`config.mk`:
```
export PLATFORM = sky130hd
export DESIGN_NAME = bounded_id_set_table_top
export DESIGN_NICKNAME = d
export VERILOG_FILES = /design/src/hw/rtl/bist_pkg.sv /design/src/hw/rtl/bist_ram.sv /design/src/hw/rtl/bist_seq.sv /design/src/hw/rtl/bounded_id_set_table_top.sv
export VERILOG_INCLUDE_DIRS = /design/src /design/src/hw/rtl
export SDC_FILE = /design/constraint.sdc
export NUM_CORES = 1
export LEC_CHECK = 0
export ABC_AREA = 1
export BUFFER_PORTS_ARGS = -buffer_cell sky130_fd_sc_hd__buf_2
export CORE_MARGIN = 2
export CORE_UTILIZATION = 30
export DETAILED_ROUTE_END_ITERATION = 7
export HOLD_SLACK_MARGIN = 0.15
export PLACE_DENSITY = 0.54
export SLEW_MARGIN = 20
export SYNTH_ARGS = -nofsm -noshare
export SYNTH_HDL_FRONTEND = slang
export SYNTH_SLANG_ARGS = --single-unit
```
`constraint.sdc`:
```
create_clock -name clock -period 4.3 [get_ports clock]
set_clock_uncertainty 0.15 [all_clocks]
set_input_delay 0.43 -clock clock [delete_from_list [all_inputs] [get_ports clock]]
set_output_delay 0.43 -clock clock [all_outputs]
set_load 0.02 [all_outputs]
```
`src/hw/rtl/bounded_id_set_table_top_defines.svh`:
```
// ----------------------------------------------------------------------------
// Assertion macros for the bounded id set table
// Clocked property checks with and without a reset guard.
// ----------------------------------------------------------------------------
`ifndef BOUNDED_ID_SET_TABLE_TOP_DEFINES_SVH
`define BOUNDED_ID_SET_TABLE_TOP_DEFINES_SVH

// Check a property on every rising edge outside reset.
`define BIST_ASSERT(name, clk, rst, prop, msg) \
   name: assert property (@(posedge clk) disable iff (rst) prop) else $error(msg);

// Check a property on every rising edge, reset included.
`define BIST_ASSERT_ALWAYS(name, clk, prop, msg) \
   name: assert property (@(posedge clk) prop) else $error(msg);

`endif

```
`src/hw/rtl/bist_pkg.sv`:
```
// ----------------------------------------------------------------------------
// bist_pkg
// Shared types and constants of the bounded id set table.
// ----------------------------------------------------------------------------
`default_nettype none

package bist_pkg;

   localparam int CAPACITY_DEF = 16;
   localparam int ID_W         = 32;
   localparam int ACT_W        = 2;
   localparam int COUNT_W      = 5;
   localparam int RSP_DATA_W   = 8;

   typedef enum logic [ACT_W-1:0] {
      ACT_APPEND = 2'd0,
      ACT_REMOVE = 2'd1,
      ACT_POP    = 2'd2,
      ACT_CHECK  = 2'd3
   } act_type;

   typedef struct packed {
      logic               status;
      logic               found;
      logic [COUNT_W-1:0] count;
   } rsp_type;

endpackage

`default_nettype wire

```
`src/hw/rtl/bist_ram.sv`:
```
// ----------------------------------------------------------------------------
// bist_ram
// Entry store: one write port, one read port with registered read data.
// ----------------------------------------------------------------------------
`default_nettype none

module bist_ram
   import bist_pkg::*;
#(
   parameter int DEPTH = CAPACITY_DEF,
   parameter int AW    = 4
) (
   input  wire logic            clock,
   input  wire logic            wr_en,
   input  wire logic [AW-1:0]   wr_addr,
   input  wire logic [ID_W-1:0] wr_data,
   input  wire logic [AW-1:0]   rd_addr,
   output logic      [ID_W-1:0] rd_data
);

   logic [ID_W-1:0] mem [DEPTH];
   logic [ID_W-1:0] rd_data_ff;

   always_ff @(posedge clock) begin
      if (wr_en) begin
         mem[wr_addr] <= wr_data;
      end
   end

   always_ff @(posedge clock) begin
      rd_data_ff <= mem[rd_addr];
   end

   assign rd_data = rd_data_ff;

endmodule

`default_nettype wire

```
`src/hw/rtl/bist_seq.sv`:
```
// ----------------------------------------------------------------------------
// bist_seq
// Action sequencer: walks the store with one shared id comparator and one
// pointer incrementer, scanning, shifting and updating the fill count.
// ----------------------------------------------------------------------------
`default_nettype none

module bist_seq
   import bist_pkg::*;
#(
   parameter int CAPACITY = CAPACITY_DEF,
   parameter int AW       = 4,
   parameter int CNT_W    = 5
) (
   input  wire logic             clock,
   input  wire logic             reset,
   input  wire logic             start,
   input  wire act_type          start_act,
   input  wire logic [ID_W-1:0]  start_id,
   input  wire logic             slot_free,
   output logic                  idle,
   output logic                  done,
   output rsp_type               rsp,
   output logic      [CNT_W-1:0] used,
   output logic                  wr_en,
   output logic      [AW-1:0]    wr_addr,
   output logic      [ID_W-1:0]  wr_data,
   output logic      [AW-1:0]    rd_addr,
   input  wire logic [ID_W-1:0]  rd_data
);

   typedef enum logic [5:0] {
      ST_IDLE     = 6'b000001,
      ST_FETCH    = 6'b000010,
      ST_MATCH    = 6'b000100,
      ST_SHIFT_RD = 6'b001000,
      ST_SHIFT_WR = 6'b010000,
      ST_DONE     = 6'b100000
   } state_type;

   state_type        state_ff, state_in;
   act_type          act_ff, act_in;
   logic [ID_W-1:0]  id_ff, id_in;
   logic [CNT_W-1:0] ptr_ff, ptr_in;
   logic [CNT_W-1:0] used_ff, used_in;
   logic             status_ff, status_in;
   logic             found_ff, found_in;

   // shared unit: pointer step, end-of-list compare, id compare
   logic [CNT_W-1:0] ptr_nxt;
   logic             at_end;
   logic             id_hit;

   assign ptr_nxt = ptr_ff + CNT_W'(1);
   assign at_end  = (ptr_nxt == used_ff);
   assign id_hit  = (rd_data == id_ff);

   always_comb begin
      state_in  = state_ff;
      act_in    = act_ff;
      id_in     = id_ff;
      ptr_in    = ptr_ff;
      used_in   = used_ff;
      status_in = status_ff;
      found_in  = found_ff;
      wr_en     = 1'b0;
      wr_addr   = ptr_ff[AW-1:0];
      wr_data   = rd_data;
      rd_addr   = ptr_ff[AW-1:0];

      unique case (state_ff)
         ST_IDLE: begin
            if (start) begin
               act_in    = start_act;
               id_in     = start_id;
               ptr_in    = '0;
               status_in = 1'b0;
               found_in  = 1'b0;
               state_in  = ST_DONE;
               unique case (start_act)
                  ACT_APPEND: begin
                     if (start_id == '0 || used_ff >= CNT_W'(CAPACITY)) begin
                        status_in = 1'b1;
                     end else begin
                        wr_en   = 1'b1;
                        wr_addr = used_ff[AW-1:0];
                        wr_data = start_id;
                        used_in = used_ff + CNT_W'(1);
                     end
                  end
                  ACT_POP: begin
                     if (used_ff == '0) begin
                        status_in = 1'b1;
                     end else begin
                        used_in = used_ff - CNT_W'(1);
                     end
                  end
                  ACT_REMOVE, ACT_CHECK: begin
                     if (start_id == '0 || used_ff == '0) begin
                        status_in = 1'b1;
                     end else begin
                        state_in = ST_FETCH;
                     end
                  end
                  default: status_in = 1'b1;
               endcase
            end
         end
         ST_FETCH: begin
            state_in = ST_MATCH;
         end
         ST_MATCH: begin
            if (id_hit) begin
               if (act_ff == ACT_CHECK) begin
                  found_in = 1'b1;
                  state_in = ST_DONE;
               end else begin
                  state_in = ST_SHIFT_RD;
               end
            end else if (at_end) begin
               status_in = 1'b1;
               state_in  = ST_DONE;
            end else begin
               ptr_in   = ptr_nxt;
               state_in = ST_FETCH;
            end
         end
         ST_SHIFT_RD: begin
            // pull the entry above the gap, or close out at the list end
            rd_addr = ptr_nxt[AW-1:0];
            if (at_end) begin
               used_in  = used_ff - CNT_W'(1);
               state_in = ST_DONE;
            end else begin
               state_in = ST_SHIFT_WR;
            end
         end
         ST_SHIFT_WR: begin
            wr_en    = 1'b1;
            ptr_in   = ptr_nxt;
            state_in = ST_SHIFT_RD;
         end
         ST_DONE: begin
            if (slot_free) begin
               state_in = ST_IDLE;
            end
         end
         default: state_in = ST_IDLE;
      endcase
   end

   always_ff @(posedge clock) begin
      if (reset) begin
         state_ff <= ST_IDLE;
         used_ff  <= '0;
      end else begin
         state_ff <= state_in;
         used_ff  <= used_in;
      end
   end

   always_ff @(posedge clock) begin
      act_ff    <= act_in;
      id_ff     <= id_in;
      ptr_ff    <= ptr_in;
      status_ff <= status_in;
      found_ff  <= found_in;
   end

   assign idle       = (state_ff == ST_IDLE);
   assign done       = (state_ff == ST_DONE);
   assign rsp.status = status_ff;
   assign rsp.found  = found_ff;
   assign rsp.count  = COUNT_W'(used_ff);
   assign used       = used_ff;

endmodule

`default_nettype wire

```
`src/hw/rtl/bounded_id_set_table_top.sv`:
```
// Sequencing: append, pop and rejected beats go from idle straight to the done state;
// a check fetches and matches each entry in turn, and a remove also moves each later
// entry down one place by a read and a write, then lowers the fill count.
// Throughput: one beat at a time; the store ports and the shared comparator
// are walked by the sequencer, and the next beat is taken once it returns to idle.
// Reset (synchronous, active high) empties the list and drops any pending result.
// ----------------------------------------------------------------------------
// bounded_id_set_table_top
// Ordered table of up to CAPACITY nonzero ids with append, remove, pop and
// membership check; one status beat per request beat.
// ----------------------------------------------------------------------------
`default_nettype none

`include "bounded_id_set_table_top_defines.svh"

module bounded_id_set_table_top
   import bist_pkg::*;
#(
   parameter int CAPACITY = CAPACITY_DEF
) (
   input  wire logic                  clock,
   input  wire logic                  reset,
   // request channel
   input  wire logic                  req_tvalid,
   output logic                       req_tready,
   input  wire logic [ID_W-1:0]       req_tdata,  // [31:0] id
   input  wire logic [ACT_W-1:0]      req_tuser,  // [1:0] action
   // response channel
   output logic                       rsp_tvalid,
   input  wire logic                  rsp_tready,
   output logic      [RSP_DATA_W-1:0] rsp_tdata   // [0] status, [1] found,
                                                  // [6:2] count, [7] zero
);

   localparam int AW    = (CAPACITY > 1) ? $clog2(CAPACITY) : 1;
   localparam int CNT_W = $clog2(CAPACITY + 1);

   logic             seq_idle;
   logic             seq_done;
   rsp_type          seq_rsp;
   logic [CNT_W-1:0] used;
   logic             slot_free;
   logic             req_accept;

   logic             wr_en;
   logic [AW-1:0]    wr_addr;
   logic [ID_W-1:0]  wr_data;
   logic [AW-1:0]    rd_addr;
   logic [ID_W-1:0]  rd_data;

   // Output register: holds one finished beat so the sequencer can go back
   // to idle and take the next request while the result waits.
   logic             rsp_valid_ff, rsp_valid_in;
   rsp_type          rsp_data_ff, rsp_data_in;

   // Take a request only while the sequencer is idle and out of reset.
   assign req_tready = seq_idle & !reset;
   assign req_accept = req_tvalid & req_tready;

   // The output slot is free when empty or being drained this cycle.
   assign slot_free = !rsp_valid_ff || rsp_tready;

   bist_seq #(
      .CAPACITY (CAPACITY),
      .AW       (AW),
      .CNT_W    (CNT_W)
   ) u_seq (
      .clock     (clock),
      .reset     (reset),
      .start     (req_accept),
      .start_act (act_type'(req_tuser)),
      .start_id  (req_tdata),
      .slot_free (slot_free),
      .idle      (seq_idle),
      .done      (seq_done),
      .rsp       (seq_rsp),
      .used      (used),
      .wr_en     (wr_en),
      .wr_addr   (wr_addr),
      .wr_data   (wr_data),
      .rd_addr   (rd_addr),
      .rd_data   (rd_data)
   );

   bist_ram #(
      .DEPTH (CAPACITY),
      .AW    (AW)
   ) u_ram (
      .clock   (clock),
      .wr_en   (wr_en),
      .wr_addr (wr_addr),
      .wr_data (wr_data),
      .rd_addr (rd_addr),
      .rd_data (rd_data)
   );

   // Load a finished beat into the slot, drop the old one once taken.
   always_comb begin
      rsp_valid_in = rsp_valid_ff;
      rsp_data_in  = rsp_data_ff;
      if (rsp_valid_ff && rsp_tready) begin
         rsp_valid_in = 1'b0;
      end
      if (seq_done && slot_free) begin
         rsp_valid_in = 1'b1;
         rsp_data_in  = seq_rsp;
      end
   end

   always_ff @(posedge clock) begin
      if (reset) begin
         rsp_valid_ff <= 1'b0;
      end else begin
         rsp_valid_ff <= rsp_valid_in;
      end
   end

   always_ff @(posedge clock) begin
      rsp_data_ff <= rsp_data_in;
   end

   assign rsp_tvalid = rsp_valid_ff;
   assign rsp_tdata  = {1'b0, rsp_data_ff.count, rsp_data_ff.found, rsp_data_ff.status};

   // Hold last cycle's fill count for the step check.
   logic [CNT_W-1:0] used_last_ff;
   logic             used_step_ok;
   logic             rsp_found;

   always_ff @(posedge clock) begin
      used_last_ff <= used;
   end

   assign used_step_ok = (used == used_last_ff) || (used == used_last_ff + CNT_W'(1))
                         || (used + CNT_W'(1) == used_last_ff);
   assign rsp_found    = rsp_tvalid && rsp_data_ff.found;

   // The fill count never passes the table size.
   `BIST_ASSERT(a_used_bound, clock, reset, used <= CNT_W'(CAPACITY), "fill above capacity")

   // A request beat moves the sequencer out of idle: no back-to-back acceptance.
   `BIST_ASSERT(a_one_at_a_time, clock, reset, req_accept |=> !req_tready, "taken while busy")

   // A found id always reports success.
   `BIST_ASSERT(a_found_ok, clock, reset, rsp_found |-> !rsp_data_ff.status, "found but error")

   // The fill count moves by at most one per cycle.
   `BIST_ASSERT(a_used_step, clock, reset, used_step_ok, "fill count jumped")

endmodule

`default_nettype wire

```
---- Yosys cells after proc, flatten, opt, wreduce, memory -nomap -nowiden ----
Memories as Yosys holds them, arrays and structs flattened. A register that Yosys moved wholly into a read port is not among the register bits.
Index checks and enable logic that the tools add are counted.
storage, ports and cells
  bits in registers ....................... 60
  RAM bits ................................ 512
  input port bits ......................... 38
  output and inout port bits .............. 10
  word-level logic and storage cells ...... 110
  memories ................................ 1
memory list
  memory     words  width  read ports  clocked after memory_dff  write ports  line            text
  u_ram.mem  16     32     1           1                         1            bist_ram.sv:21  logic [ID_W-1:0] mem [DEPTH];
operators by class
  add/subtract/negate cells ............... 3
  order comparisons ....................... 1
  equality and inequality tests ........... 23
  muxes and demuxes ....................... 48
  bitwise gates (word level) .............. 2
  reductions and logical operators ........ 21
operators by type and width
  operator                                                                 count
  32-bit 2-to-1 mux                                                        4
  6-bit 2-to-1 mux                                                         8
  6-bit case mux with 6 select lines                                       1
  5-bit 2-to-1 mux                                                         7
  32-bit equality test                                                     1
  32-bit logical NOT                                                       1
  4-bit 2-to-1 mux                                                         5
  5-bit case mux with 2 select lines                                       2
  1-bit 2-to-1 mux                                                         16
  5-bit case mux with 3 select lines                                       1
  2-bit by 1-bit inequality test with 1-bit output, second input constant  6
  4-bit AND reduction                                                      3
  5-bit by 1-bit adder with 5-bit output, second input constant            2
  2-bit equality test, second input constant                               3
  6-bit by 1-bit equality test with 1-bit output, second input constant    1
  6-bit by 2-bit equality test with 1-bit output, second input constant    1
  6-bit by 3-bit equality test with 1-bit output, second input constant    1
  6-bit by 4-bit equality test with 1-bit output, second input constant    1
  6-bit by 5-bit equality test with 1-bit output, second input constant    1
  6-bit equality test, second input constant                               1
  3-bit inequality test, second input constant                             2
  1-bit case mux with 2 select lines                                       3
  6-bit AND reduction                                                      1
  2-bit nonzero test                                                       3
  other kinds (16)                                                         23

---- Depth between registers and ports, before layout ----
Gate-level depths: netlist of run 1.
  word-level depth ........................ 8
  depth in mapped cells ................... 15
  mapped depth without buffers ............ 13

---- Modules after synthesis ----
A second synthesis of run 1 with hierarchy kept.
second synthesis, totals
  cells, all modules ...................... 2522
  area, all modules ....................... 26502.9 sq um
by module, submodules not included
  module                    times used  cells each  area each (sq um)  seq. area each (sq um)
  bist_ram                  1           2120        22730.6            16015.4
  bist_seq                  1           384         3483.3             1451.4
  bounded_id_set_table_top  1           18          289.0              230.2

---- Least setup slack after synthesis of run 1 ----
Ideal clock, no wire load.
  path type ............................... register -> register
  from .................................... reg u_seq.state_ff[4]
  to ...................................... mem u_ram.mem[12][0], enable pin
  library setup time ...................... 0.421 ns
  data arrival time ....................... 3.846 ns
  required time ........................... 3.729 ns
  path slack .............................. -0.117 ns
  stages on the path, launching flop included .. 11
  path buffers ............................ 1
  period minus slack after synthesis ...... 4.417 ns
  cells stage by stage .................... dfxtp_1 -> nor2_4 -> nand4_4 -> nor3b_4 -> nand3_4 -> buf_6 -> nand2_2 -> o21ai_2 -> inv_2 -> nand2_2 -> nor2_1
on the way
  cells in the longest elaborated chain, start to end .. 7
  elaborated cells between the ends (all ways) .. 10
  classes of those cells .................. eq/ne (2); mux (6); bitwise (2)
ends and longest elaborated chain
  what                                            line                             text
  start: declaration                              bist_seq.sv:41                   state_type state_ff, state_in;
  start signal: assignment                        bist_seq.sv:157                  state_ff <= state_in;
  6-bit by 1-bit equality test with 1-bit output  bist_seq.sv:71, bist_seq.sv:170
  1-bit bitwise AND                               bounded_id_set_table_top.sv:57   assign req_tready = seq_idle & !reset;
  1-bit bitwise AND                               bounded_id_set_table_top.sv:58   assign req_accept = req_tvalid & req_tready;
  1-bit 2-to-1 mux                                bist_seq.sv:73                   if (start) begin
  1-bit case mux with 2 select lines              bist_seq.sv:71                   unique case (state_ff)
  1-bit 2-to-1 mux                                bist_ram.sv:25                   if (wr_en) begin
  1-bit 2-to-1 mux (not written as such)          bist_ram.sv:26                   mem[wr_addr] <= wr_data;
  end: declaration                                bist_ram.sv:21
Several ways; a longest one is shown, not always the timed one.

---- Worst setup path in the final report of run 1 ----
  from .................................... in req_tdata[2]
  to ...................................... mem u_ram.mem[11][15], enable pin
on the way
  cells in the longest elaborated chain, start to end .. 8
  elaborated cells between the ends (all ways) .. 12
  classes of those cells .................. mux (10); reduce/logical (2)
ends and longest elaborated chain
  what                                    line                            text
  start: declaration                      bounded_id_set_table_top.sv:26  input wire logic [ID_W-1:0] req_tdata,
  32-bit logical NOT *                    bist_seq.sv:82                  if (start_id == '0 || used_ff >= CNT_W'(CAPACITY)) begin
  1-bit logical OR *                      bist_seq.sv:82
  1-bit 2-to-1 mux                        bist_seq.sv:82
  1-bit 2-to-1 mux                        bist_seq.sv:80                  unique case (start_act)
  1-bit 2-to-1 mux                        bist_seq.sv:73
  1-bit case mux with 2 select lines      bist_seq.sv:71
  1-bit 2-to-1 mux                        bist_ram.sv:25
  1-bit 2-to-1 mux (not written as such)  bist_ram.sv:26
Mark *: on every way between the ends. The rest lies on a longest branch, timed or not.

==> load_flow_metrics.sql, run 1 <==
INSERT INTO impl_metrics (metric_group, metric, value, unit) VALUES
('route', 'detail-route-antenna-nets', '0', ''),
('run_status', 'status', 'finished clean', ''),
('clocking', 'cts_root_buf', 'clkbuf_16', ''),
('clocking', 'cts_hold_repair.buffers', '37', ''),
('worst_setup_path', 'worstPathMaxFanout', '17', ''),
('clocking', 'cts.repair_timing.setup_buffer_count', '0', ''),
('floorplanning', 'floorplan.die_area', '87000', 'um2'),
('worst_setup_path', 'maximum_cell_stage_delay_along_the_critical_path', '0.54', 'ns'),
('clocking', 'insertion_delay', '0.64', 'ns'),
('clocking', 'clockBufferDepth', '3', ''),
('synthesis', 'netlist-cell-type-count', '42', ''),
('timing', 'timing.final.max_slew_violations', '0', ''),
('placed_design', 'placedInstanceArea', '27500', 'um2'),
('clocking', 'cts_tree', 'yes', ''),
('synthesis', 'synth_seq_area_share', '69.7', '%'),
('worst_setup_path', 'setup.worst_path.end_class', 'flop', ''),
('layout', 'final_nets', '2242', ''),
('floorplanning', 'row_count', '106', ''),
('global_routing', 'grt_antenna_before_repair', '0', ''),
('global_routing', 'globalRoute.totalOverflow', '0', ''),
('global_routing', 'grt_start_max_net_pins', '129', ''),
('global_routing', 'grt_pass1_vias', '15800', ''),
('layout', 'area_delta_synth_final', '17.3', '%'),
('flow_run', 'cap_viol_max_count', '0', ''),
('floorplanning', 'die_height', '295', 'um'),
('clocking', 'cts.repair.resized', '0', ''),
('layout', 'layout.filler_cells', '8151', ''),
('clocking', 'cts_buffers', '61', ''),
('placed_design', 'pre_cts_ws', '0.877', 'ns'),
('layout', 'antenna_cells_inserted', '0', ''),
('layout', 'fin_area', '29800', 'um2'),
('worst_setup_path', 'cp_data_arrival_time', '3.56', 'ns'),
('floorplanning', 'initial_core_util', '30.3', '%'),
('timing', 'endpoints_failing_hold', '0', ''),
('power', 'power_leakage', '10.3', 'nW'),
('synthesis', 'yosys_warnings', '0', ''),
('route', 'drt_first_iter_violations', '1490', ''),
('synthesis', 'postSynthNetCount', '2132', ''),
('worst_setup_path', 'path_cells', 'dlygate4sd3_1, buf_2, nor2_1, nand2_1, nor2_1, nand4_1, buf_4, nand3_4, o21ai_1, inv_1, nand2_1, nor2_4, buf_4', ''),
('route', 'routed_wire_length_per_instance', '19.7', 'um'),
('synthesis', 'postSynth.topFlopCell', 'edfxtp_1', ''),
('clocking', 'worst_setup_hold_path_clk_slew', '0.06', 'ns'),
('worst_setup_path', 'required_arrival_time_at_the_worst_endpoint', '4.45', 'ns'),
('placed_design', 'detailed_place_hpwl', '39900', 'um'),
('placed_design', 'numPlacedInstances', '3234', ''),
('worst_setup_path', 'path_delay_family', 'simple AND/OR/NAND/NOR gates', ''),
('placed_design', 'gp_congestion', '0.841', ''),
('clocking', 'cts.htree.levels', '2', ''),
('timing', 'timing.final.crit_period', '3.41', 'ns'),
('timing', 'slew_headroom', '29.9', '%'),
('clocking', 'clock_sink_count', '604', ''),
('floorplanning', 'fp.dieW', '295', 'um'),
('floorplanning', 'io_pins', '48', ''),
('worst_setup_path', 'critPathSlowestCell', 'dlygate4sd3_1', ''),
('route', 'firstDrtPassIters', '5', ''),
('synthesis', 'mappedNetlistArea', '25400', 'um2'),
('power', 'power_per_cell_area', '648', 'nW/um2'),
('timing', 'fin_hold_ws', '0.308', 'ns'),
('worst_setup_path', 'worstSetupStartpointType', 'input port', ''),
('route', 'post-route-drc-count', '0', ''),
('layout', 'finalCoreUtilization', '35.6', '%'),
('timing', 'final.setup.worst_slack', '0.894', 'ns'),
('route', 'post_drt_via_cell_ratio', '4.79', ''),
('global_routing', 'wire_length_of_the_first_global_routing_pass', '99800', 'um'),
('route', 'total_wire_length', '66500', 'um'),
('timing', 'max_clock_freq', '0.294', 'GHz'),
('synthesis', 'asyncSetResetFlopFracSynth', '0', '%'),
('placed_design', 'number_of_buffer_cells_added_on_primary_ports', '46', ''),
('timing', 'setup-violations-final', '0', ''),
('synthesis', 'synth_enable_flop_cells', '560', ''),
('power', 'vdd.ir_drop.worst', '421', 'uV');
-- synth_stat cells (6+ instances only) --
master | n | area, um2
a21oi_1 | 8 | 40.0
buf_2 | 65 | 325
buf_4 | 9 | 67.6
clkbuf_1 | 22 | 82.6
clkbuf_2 | 11 | 55.1
dfxtp_1 | 44 | 881
edfxtp_1 | 560 | 16800
inv_1 | 161 | 604
nand2_1 | 354 | 1330
nand2_2 | 9 | 56.3
nand3_1 | 208 | 1040
nand4_1 | 11 | 68.8
nor2_1 | 86 | 323
o211ai_1 | 231 | 1730
o21ai_0 | 62 | 310
or2_1 | 30 | 188
or2_2 | 162 | 1010
xnor2_1 | 9 | 78.8
xor2_1 | 6 | 52.6
-- layout make-up --
| type | instances | area (um2) | share of cell area (%) |
|---|---|---|---|
| Sequential cell | 604 | 17700 | 59.4 |
| Multi-Input combinational cell | 1205 | 6660 | 22.4 |
| Clock buffer | 81 | 1660 | 5.57 |
| Timing Repair Buffer | 162 | 1470 | 4.93 |
| Tap cell | 1134 | 1420 | 4.76 |
| Inverter | 166 | 636 | 2.13 |
| Clock inverter | 32 | 269 | 0.902 |
-- worst paths after layout --
path	start	cells after the start	slack, ns	endpoint
worst min register to register	u_seq.status_ff	0	0.31	rsp_tdata[0]
worst min-delay path	u_seq.status_ff	0	0.31	rsp_tdata[0]
worst max-delay path	req_tdata[2]	13	0.89	u_ram.mem[11][15]
worst max register to register	u_seq.state_ff[1]	13	1.09	u_ram.rd_data[0]
-- report_power, final --
group          internal [mW]  switching (mW)  total (mW)
clock network           2.84            2.24        5.09
registers               7.55           0.224        7.77
logic                   1.97            4.50        6.47
total                   12.4            6.97        19.3
-- layer usage --
layer	track usage [%]	wire length, um
met2	23.5	29700
met4	4.59	1560
met3	2.56	4010
met5	0	0
met1	21.9	31200
-- state kept, by name, indices dropped and copies added (netlist names) --
name,count
u_seq.used,5
rsp_tdata,7
rsp_tvalid,1
u_ram.rd_data,32
u_seq.ptr_ff,5
u_seq.status_ff,1
u_seq.state_ff,6
u_seq.found_ff,1
u_seq.id_ff,32
u_ram.mem,512
u_seq.act_ff,2
-- layout by cell type (no fill, tap or decap), types with 9 or more instances in the layout --
cell type and instances:
buf_12 22, xnor2_1 9, buf_4 57, clkbuf_16 61, buf_2 46, nand3_1 208
nand4_1 11, o21ai_0 61, dlygate4sd3_1 37, nor2_1 70, o211ai_1 231, clkbuf_1 14
edfxtp_1 560, nor2_4 17, or2_2 162, nand2_2 9, dfxtp_1 44, nand2_1 354
or2_1 30, clkinv_2 18, inv_1 158
-- through the flow --
step / power, mW / setup TNS [ns]
final: 19.3 / 0
after global routing: 20.4 / 0
after CTS: 19.5 / 0
after detailed placement: 14.4 / 0
after global placement: 14.3 / 0
after floorplan: 12.0 / -55.03
-- cell families (layout without fill, tap and decap cells) --
family	Yosys count	count (layout)	synth area share (%)
compound gates	313	313	8.55
xor+xnor	15	15	0.517
fa+ha+maj	4	4	0.197
buf+inv	281	441	4.75
flops	604	604	69.7
other cells	1	1	0.0148
simple gates	872	872	16.3
Power figures use the tool's default switching activity.
==> run 2: changes to the inputs <==
--- a/config.mk
+++ b/config.mk
@@ -12,7 +12,7 @@
 export CORE_UTILIZATION = 30
 export DETAILED_ROUTE_END_ITERATION = 7
 export HOLD_SLACK_MARGIN = 0.15
-export PLACE_DENSITY = 0.54
+export PLACE_DENSITY = 0.52
 export SLEW_MARGIN = 20
 export SYNTH_ARGS = -nofsm -noshare
 export SYNTH_HDL_FRONTEND = slang
==> constraint.sdc (replaced) <==
create_clock -name clock -period 3.4 [get_ports clock]
set_clock_uncertainty 0.15 [all_clocks]
set_input_delay 0.34 -clock clock [delete_from_list [all_inputs] [get_ports clock]]
set_output_delay 0.34 -clock clock [all_outputs]
set_load 0.02 [all_outputs]
==> run 2 against run 1 <==
Effect of this change: global-route usage rose by 2.2 points; critical path depth up 1; cell area grew 3.0%; routed wire length increased by 13%; hold slack got worse by 0.029 ns; sequential share of layout area decreased by 1.7 points; power up 38%; non-clock buffer count is 29 higher; setup slack got worse by 0.50 ns; final cell count rose by 1.2%; die area did not move; flip-flop and latch count stayed put; critical endpoint is now u_ram.mem[9][8]; largest power group unchanged.
==> load_flow_metrics.sql, run 2 (synthesis results as in run 1) <==
INSERT INTO impl_metrics (metric_group, metric, value, unit) VALUES
('worst_setup_path', 'number_of_buffers_and_inverters_on_the_critical_path', '8', ''),
('timing', 'setup-violations-final', '0', ''),
('layout', 'layout.filler_cells', '8153', ''),
('timing', 'worstMarginPinSlew', '0.797', 'ns'),
('global_routing', 'groute.usage.overall', '17.4', '%'),
('power', 'netSwitchingPower', '9.92', 'mW'),
('worst_setup_path', 'required_arrival_time_at_the_worst_endpoint', '3.69', 'ns'),
('global_routing', 'globalRoute.totalOverflow', '0', ''),
('layout', 'layout_common_cells', '560 x edfxtp_1, 354 x nand2_1, 231 x o211ai_1', ''),
('power', 'vdd.ir_drop.worst', '586', 'uV'),
('clocking', 'cts.htree.levels', '3', ''),
('route', 'total_wire_length', '75300', 'um'),
('route', 'routed_wire_length_per_instance', '22.0', 'um'),
('route', 'firstDrtPassIters', '7', ''),
('layout', 'largest_reg_flops', '512', ''),
('power', 'power.share.sequential', '36.9', '%'),
('global_routing', 'wire_length_of_the_first_global_routing_pass', '110000', 'um'),
('worst_setup_path', 'path_delay_family', 'buffers and inverters', ''),
('power', 'comb_power_share', '35.4', '%'),
('worst_setup_path', 'worstPathMaxFanout', '35', ''),
('timing', 'slew_headroom', '46.5', '%'),
('worst_setup_path', 'setup.worst_path.end_class', 'flop', ''),
('clocking', 'clockBufferDepth', '3', ''),
('clocking', 'insertion_delay', '0.62', 'ns'),
('worst_setup_path', 'cpMostUsedCell', 'buf_4', ''),
('worst_setup_path', 'worstSetupStartpointType', 'input port', ''),
('worst_setup_path', 'critPathSlowestCell', 'dlygate4sd3_1', ''),
('route', 'vias', '16600', ''),
('clocking', 'clock_sink_count', '604', ''),
('route', 'post-route-drc-count', '0', ''),
('layout', 'finalCoreUtilization', '36.6', '%'),
('floorplanning', 'fp.dieW', '295', 'um'),
('floorplanning', 'floorplan.die_area', '87000', 'um2'),
('layout', 'multi_input_gate_area_in_the_final_layout', '6670', 'um2'),
('worst_setup_path', 'maximum_cell_stage_delay_along_the_critical_path', '0.52', 'ns'),
('worst_setup_path', 'setup.worst_path.class', 'in2reg', ''),
('clocking', 'cts_tree', 'yes', ''),
('placed_design', 'number_of_buffer_cells_added_on_primary_ports', '46', ''),
('layout', 'sequential_cell_area', '17700', 'um2'),
('global_routing', 'grt_antenna_before_repair', '6', ''),
('layout', 'fin_area', '30700', 'um2'),
('floorplanning', 'fp.coreArea', '83800', 'um2'),
('placed_design', 'numPlacedInstances', '3264', ''),
('run_status', 'status', 'finished clean', ''),
('global_routing', 'grt_pass1_vias', '16500', ''),
('power', 'power_frac_clock', '27.8', '%'),
('placed_design', 'gp_congestion', '0.854', ''),
('clocking', 'cts_root_buf', 'clkbuf_16', ''),
('floorplanning', 'die_height', '295', 'um'),
('clocking', 'cts_buffers', '68', ''),
('power', 'power_per_cell_area', '870', 'nW/um2'),
('route', 'detail-route-antenna-nets', '0', ''),
('worst_setup_path', 'path_cells', 'dlygate4sd3_1, buf_2, nor2_1, nand2_1, nor2_1, buf_4, nand4_1, buf_4, nand3_4, buf_4, inv_2, buf_12, o21ai_0, buf_4', ''),
('layout', 'area_delta_synth_final', '20.9', '%'),
('timing', 'timing.final.max_slew_violations', '0', ''),
('clocking', 'cts.repair_timing.setup_buffer_count', '0', ''),
('worst_setup_path', 'cp_data_arrival_time', '3.30', 'ns'),
('layout', 'antenna_cells_inserted', '0', ''),
('timing', 'final_min_period_over_clock_period', '88.5', '%'),
('layout', 'largest-register', 'u_ram.mem', ''),
('power', 'share_of_total_power_consumed_by_net_switching', '37.1', '%'),
('timing', 'endpoints_failing_hold', '0', ''),
('flow_run', 'cap_viol_max_count', '0', ''),
('placed_design', 'placedInstanceArea', '28100', 'um2'),
('floorplanning', 'initial_core_util', '30.3', '%'),
('layout', 'mostFrequentLayoutCell', 'edfxtp_1', ''),
('placed_design', 'pre_cts_ws', '0.172', 'ns'),
('route', 'drt_first_iter_violations', '1706', ''),
('power', 'power_leakage', '10.7', 'nW'),
('worst_hold_path', 'timing.hold.worst.class', 'reg2reg', ''),
('power', 'internal_power', '16.8', 'mW'),
('floorplanning', 'row_count', '106', ''),
('global_routing', 'grt_start_max_net_pins', '70', ''),
('floorplanning', 'io_pins', '48', ''),
('layout', 'drive_gt1_share', '20.3', '%'),
('timing', 'timing.final.crit_period', '3.01', 'ns'),
('layout', 'final_nets', '2278', ''),
('timing', 'max_clock_freq', '0.333', 'GHz'),
('timing', 'final.setup.worst_slack', '0.393', 'ns'),
('clocking', 'worst_setup_hold_path_clk_slew', '0.05', 'ns'),
('layout', 'instances_no_fill', '3425', ''),
('placed_design', 'detailed_place_hpwl', '50200', 'um'),
('route', 'post_drt_via_cell_ratio', '4.86', ''),
('timing', 'rsz0062_at_grt', 'no', '');
run 2: worst paths after layout:
check / slack, ns / start / to / depth (start not counted)
max: 0.39 / req_tdata[7] / u_ram.mem[9][8] / 14
min: 0.28 / u_seq.status_ff / rsp_tdata[0] / 0
max reg2reg: 0.44 / u_seq.state_ff[2] / u_seq.ptr_ff[1] / 7
min reg2reg: 0.28 / u_seq.status_ff / rsp_tdata[0] / 0
run 2: area by class of cell:
type / instances / share of cell area, %
flip-flops and latches: 604 / 57.6
multi-input cells: 1205 / 21.7
repair buffers: 191 / 6.66
clock buffers: 101 / 6.34
well taps: 1134 / 4.62
inverters: 166 / 2.05
clock inverters: 24 / 0.986
run 2: metal layers:
metal | track usage [%] | part of all wire (%)
met2 | 26.8 | 45
met1 | 23.7 | 44
met4 | 6.29 | 3.4
met5 | 0 | 0.073
met3 | 4.41 | 7.5
run 2: repair_timing:
item | in CTS | in global routing
resized for setup | 0 | 1
hold endpoints to repair | 106 | 0
hold buffers | 36 | 0
setup endpoints to repair | 0 | 357
run 2: through the flow:
step	TNS, ns	power (mW)	hold slack, ns
final	0	26.7	0.279
after detailed placement	0	19.4	0.271
after global placement	0	19.4	0.257
after CTS	0	26.9	0.277
after floorplan	-115.03	15.3	0.250
after global routing	0	28.0	0.271
run 2: power by group through the flow:
stage | Sequential (mW) | Clock (mW) | Combinational, mW
after CTS | 9.85 | 7.57 | 9.49
after global placement | 10.0 | 0 | 9.41
after global routing | 9.90 | 7.86 | 10.2
after floorplan | 9.92 | 0 | 5.37
final | 9.85 | 7.42 | 9.45
after detailed placement | 10.0 | 0 | 9.43
